<file path="config.mk">
export PLATFORM = sky130hd
export DESIGN_NAME = prq_ctrl
export DESIGN_NICKNAME = d
export VERILOG_FILES = /design/src/design/prq_pkg.sv /design/src/design/prq_ctrl.sv
export SDC_FILE = /design/constraint.sdc
export NUM_CORES = 1
export LEC_CHECK = 0
export ABC_AREA = 1
export BUFFER_PORTS_ARGS = -buffer_cell sky130_fd_sc_hd__buf_2
export CAP_MARGIN = 40
export CORE_AREA = 5 5 42 44
export CTS_BUF_LIST = sky130_fd_sc_hd__clkbuf_2 sky130_fd_sc_hd__clkbuf_4 sky130_fd_sc_hd__clkbuf_8
export DETAILED_ROUTE_END_ITERATION = 12
export DIE_AREA = 0 0 47 49
export GPL_TIMING_DRIVEN = 1
export PLACE_DENSITY = 0.54
export SYNTH_ARGS = -nofsm -noshare
export SYNTH_HDL_FRONTEND = slang
export SYNTH_SLANG_ARGS = --single-unit
export TNS_END_PERCENT = 100
</file>
<file path="constraint.sdc">
create_clock -name clk_i -period 1.9 [get_ports clk_i]
set_clock_uncertainty 0.2 [all_clocks]
set_input_delay 0.38 -clock clk_i [delete_from_list [all_inputs] [get_ports clk_i]]
set_output_delay 0.38 -clock clk_i [all_outputs]
set_load 0.005 [all_outputs]
</file>
<file path="src/design/prq_pkg.sv">
package prq_pkg;

  typedef enum logic [1:0] {
    ST_OK    = 2'd0,
    ST_FULL  = 2'd1,
    ST_EMPTY = 2'd2
  } status_e;

  localparam logic FUNC_ENQ = 1'b0;
  localparam logic FUNC_DEQ = 1'b1;

  typedef struct packed {
    logic        func;
    logic [7:0]  in_priority;
    logic [7:0]  in_proc_id;
    logic [31:0] in_stack_ptr;
  } in_word_t;

  typedef struct packed {
    logic [1:0]  status;
    logic        out_valid;
    logic [7:0]  out_priority;
    logic [7:0]  out_proc_id;
    logic [31:0] out_stack_ptr;
    logic [7:0]  occupancy;
  } out_word_t;

  typedef struct packed {
    logic [7:0]  prio;
    logic [7:0]  pid;
    logic [31:0] sp;
  } rec_t;

  typedef struct packed {
    logic    start;
    logic    shift;
    logic    place;
    logic    load;
    status_e res_st;
  } cmd_t;

  typedef struct packed {
    logic in_deq;
    logic full;
    logic empty;
    logic lower;
    logic pos_one;
    logic out_free;
  } sts_t;

endpackage

</file>
<file path="src/design/prq_ctrl.sv">
module prq_ctrl import prq_pkg::*; (
  input  logic clk_i,
  input  logic rst_ni,
  input  logic in_valid_i,
  output logic in_stall_o,
  input  sts_t sts_i,
  output cmd_t cmd_o
);

  typedef enum logic [3:0] {
    S_IDLE = 4'b0001,
    S_CMP  = 4'b0010,
    S_PUT  = 4'b0100,
    S_FIN  = 4'b1000
  } state_e;

  state_e  state_q, state_d;
  status_e st_q, st_d;

  always_comb begin
    state_d      = state_q;
    st_d         = st_q;
    cmd_o        = '0;
    cmd_o.res_st = st_q;
    unique case (state_q)
      S_IDLE: begin
        if (in_valid_i) begin
          cmd_o.start = 1'b1;
          st_d        = ST_OK;
          if (sts_i.in_deq) begin
            if (sts_i.empty) st_d = ST_EMPTY;
            state_d = S_FIN;
          end else if (sts_i.full) begin
            st_d    = ST_FULL;
            state_d = S_FIN;
          end else if (sts_i.empty) begin
            state_d = S_PUT;
          end else begin
            state_d = S_CMP;
          end
        end
      end
      S_CMP: begin
        // walk toward the head, moving lower priority entries up one slot
        if (sts_i.lower) begin
          cmd_o.shift = 1'b1;
          if (sts_i.pos_one) state_d = S_PUT;
        end else begin
          cmd_o.place = 1'b1;
          state_d     = S_FIN;
        end
      end
      S_PUT: begin
        cmd_o.place = 1'b1;
        state_d     = S_FIN;
      end
      S_FIN: begin
        if (sts_i.out_free) begin
          cmd_o.load = 1'b1;
          state_d    = S_IDLE;
        end
      end
      default: state_d = S_IDLE;
    endcase
  end

  always_ff @(posedge clk_i or negedge rst_ni) begin
    if (!rst_ni) begin
      state_q <= S_IDLE;
      st_q    <= ST_OK;
    end else begin
      state_q <= state_d;
      st_q    <= st_d;
    end
  end

  assign in_stall_o = (state_q != S_IDLE);

endmodule

</file>
==> metrics <==
run status=completed; die area=2300 um^2; CTS Root Cell=clkbuf_4; Final Hold Vio Count=0; Final Max Slew Viols=0; worst setup path class=reg -> out; Routed Antenna Nets=0; syn avg cell area=around 7.4 um^2; fill cell count=170; Yosys warnings=0; grt ovf=0; Initial Util=0.303; die height=a little under 50 um; type of the tightest min-delay check=in -> reg; Design Area, Final=574 um^2; clock net sink count=6; FF/Latch Area=roughly 150 um^2; CP max-delay cell=dfstp_2; Seq/Total Area, Yosys=0.357; top cell type's share of synthesized area=0.295; Mapped Nets=66; Max Root-Sink Buffers=2; post-DP HPWL=around 750 um; clock buffer count from CTS=3; slowest stage delay, CP=roughly 0.55 ns; area leader, netlist=dfrtp_1; Final Setup Violations=0; largest net degree at the start of global routing=7; # port buffers=15; Area Growth Syn to Fin=35.4%; clk_lat worst skew=around 0.25 ns; IR drop worst, VDD=approximately 0.40 mV; H-tree levels=1; final core utilization=0.410; post-cts resize count=0; Worst-path clk slew=~0.05 ns; Vias per Instance=4.44; Pwr Total=0.739 mW; startpoint class of the critical path=flop; vias=roughly 420; ratio of cells with drive above 1 in the final layout=0.468; Worst-Margin Slew=around 0.22 ns; GPL Wtd Cong=0.745; number of flops mapped to enable cells by yosys=0; Multi-input gate area=between 200 and 250 um^2; cell mode on critical path=nor2_4; DRC=0; fin crit share=0.981; WL/cell=roughly 9.5 um; min Tclk post-route=approximately 1.9 ns; number of synthesized register bits=6; vias in the first global route=410; final wirelength=907 um; Fmax=~540 MHz; Lkg Pwr=roughly 0.33 nW; power per cell area=approximately 1300 nW/um^2; hold path cells=3; top cells by area, synth=dfrtp_1, nor2_4, nand3_1; CP cell instances=inv_2 -> nor2_4 -> nand2_4 -> nor2_4 -> buf_2; antenna cells=0; worst rel slew slack=0.855; first-pass GRT wire length=~1600 um; I/O Pins=16; RSZ-0062 raised after global routing=true; DR pass1 iterations=4; Critical Path RT=1.32 ns; worst r2r path cells=7; Post-Syn Area=424 um^2; top-count cell post-synth=nand2_1; ys async rst share=1.00; Distinct cells, synth=15; Worst Path Arrival=around 1.3 ns; Main synth FF type=dfrtp_1; row cnt=14; 1st-iter DRT viols=6; initial antenna violation count=0; Total Negative Setup Slacks=0 ns; top cells by count, synth=nand2_1, nand3_1, inv_1; CTS tree=done; core area=between 1000 and 1500 um^2; post-place instance area=519 um^2; chip width=47 um; maxcap violations=0; Crit Path Max Fanout=6; nets=89; total track usage=0.102; Post-Syn Instances=between 50 and 60; Critical Path End Type=output pin
-- state kept, by name, summed over array words and instances (netlist names) --
register,count
st_q,2
state_q,4
-- stage by stage --
stage	hold slack [ns]	cells	setup WS (ns)
6_report	0.182	95	0.0360
5_1_grt	0.189	95	-0.0415
4_1_cts	0.173	93	0.0171
3_5_place_dp	0.0109	88	0.290
3_3_place_gp	0.0145	88	0.297
2_1_floorplan	-0.116	57	0.447
-- area by class of cell --
type	count	share of cell area
Multi-Input combinational cell	40	0.403
Sequential cell	6	0.264
Timing Repair Buffer	18	0.174
Inverter	11	0.0719
Clock buffer	4	0.0523
Tap cell	16	0.0349
-- critical path: cells and delay by family, from the launching register on --
family / cells / cell delay (ns)
flip-flops: 1 / 0.55
buffers and inverters: 2 / 0.17
AND/OR/NAND/NOR: 3 / 0.33
-- report_power, final --
part	internal, mW	switching, mW	total [mW]
Sequential	0.181	0.0353	0.216
Combinational	0.164	0.210	0.374
Clock	0.0944	0.0553	0.150
-- layout by cell type (no fill, tap or decap) --
cell type and n:
buf_2 15, nand2_1 11, nand3_1 9, inv_1 8
nor2_4 5, dfrtp_1 5, nor2_2 4, clkbuf_4 4
inv_2 3, nor2_1 3, o21ai_0 2, a21oi_1 2
buf_4 2, nand2_2 1, nand2_4 1, nand3_2 1
o21ai_1 1, dlygate4sd3_1 1, dfstp_2 1
-- cell families (layout without fill, tap and decap cells) --
logic type	count (synthesis)	after routing	share of synthesized area
buffers and inverters	11	33	0.0973
AO/OA/AOI/OAI	5	5	0.0590
AND/OR/NAND/NOR	35	35	0.487
flip-flops	6	6	0.357
-- path summary, 6_finish.rpt --
kind	from	endpoint	slack (ns)
worst min register to register	st_q[0]	st_q[0]	0.31
worst max register to register	state_q[0]	state_q[1]	0.41
worst max-delay path	state_q[0]	cmd_o[5]	0.04
min in group asynchronous	rst_ni	state_q[1]	0.29
worst min-delay path	sts_i[4]	st_q[0]	0.18
max in group asynchronous	rst_ni	state_q[0]	0.99
-- metal layers --
| metal | track usage | vias to the layer above | share of wire |
|---|---|---|---|
| met4 | 0.111 | 0 | 0.025 |
| met1 | 0.112 | 193 | 0.42 |
| met2 | 0.149 | 8 | 0.52 |
| li1 | - | 219 | - |
| met3 | 0.0148 | 2 | 0.033 |
| met5 | 0 | - | 0 |
-- timing repair --
item                                    CTS  global route
hold endpoints to repair                  6             0
endpoints found under the setup margin    0             2
buffers inserted                          0             2
hold buffers                              1             0
Note: power is estimated with default switching activity, not from simulation.
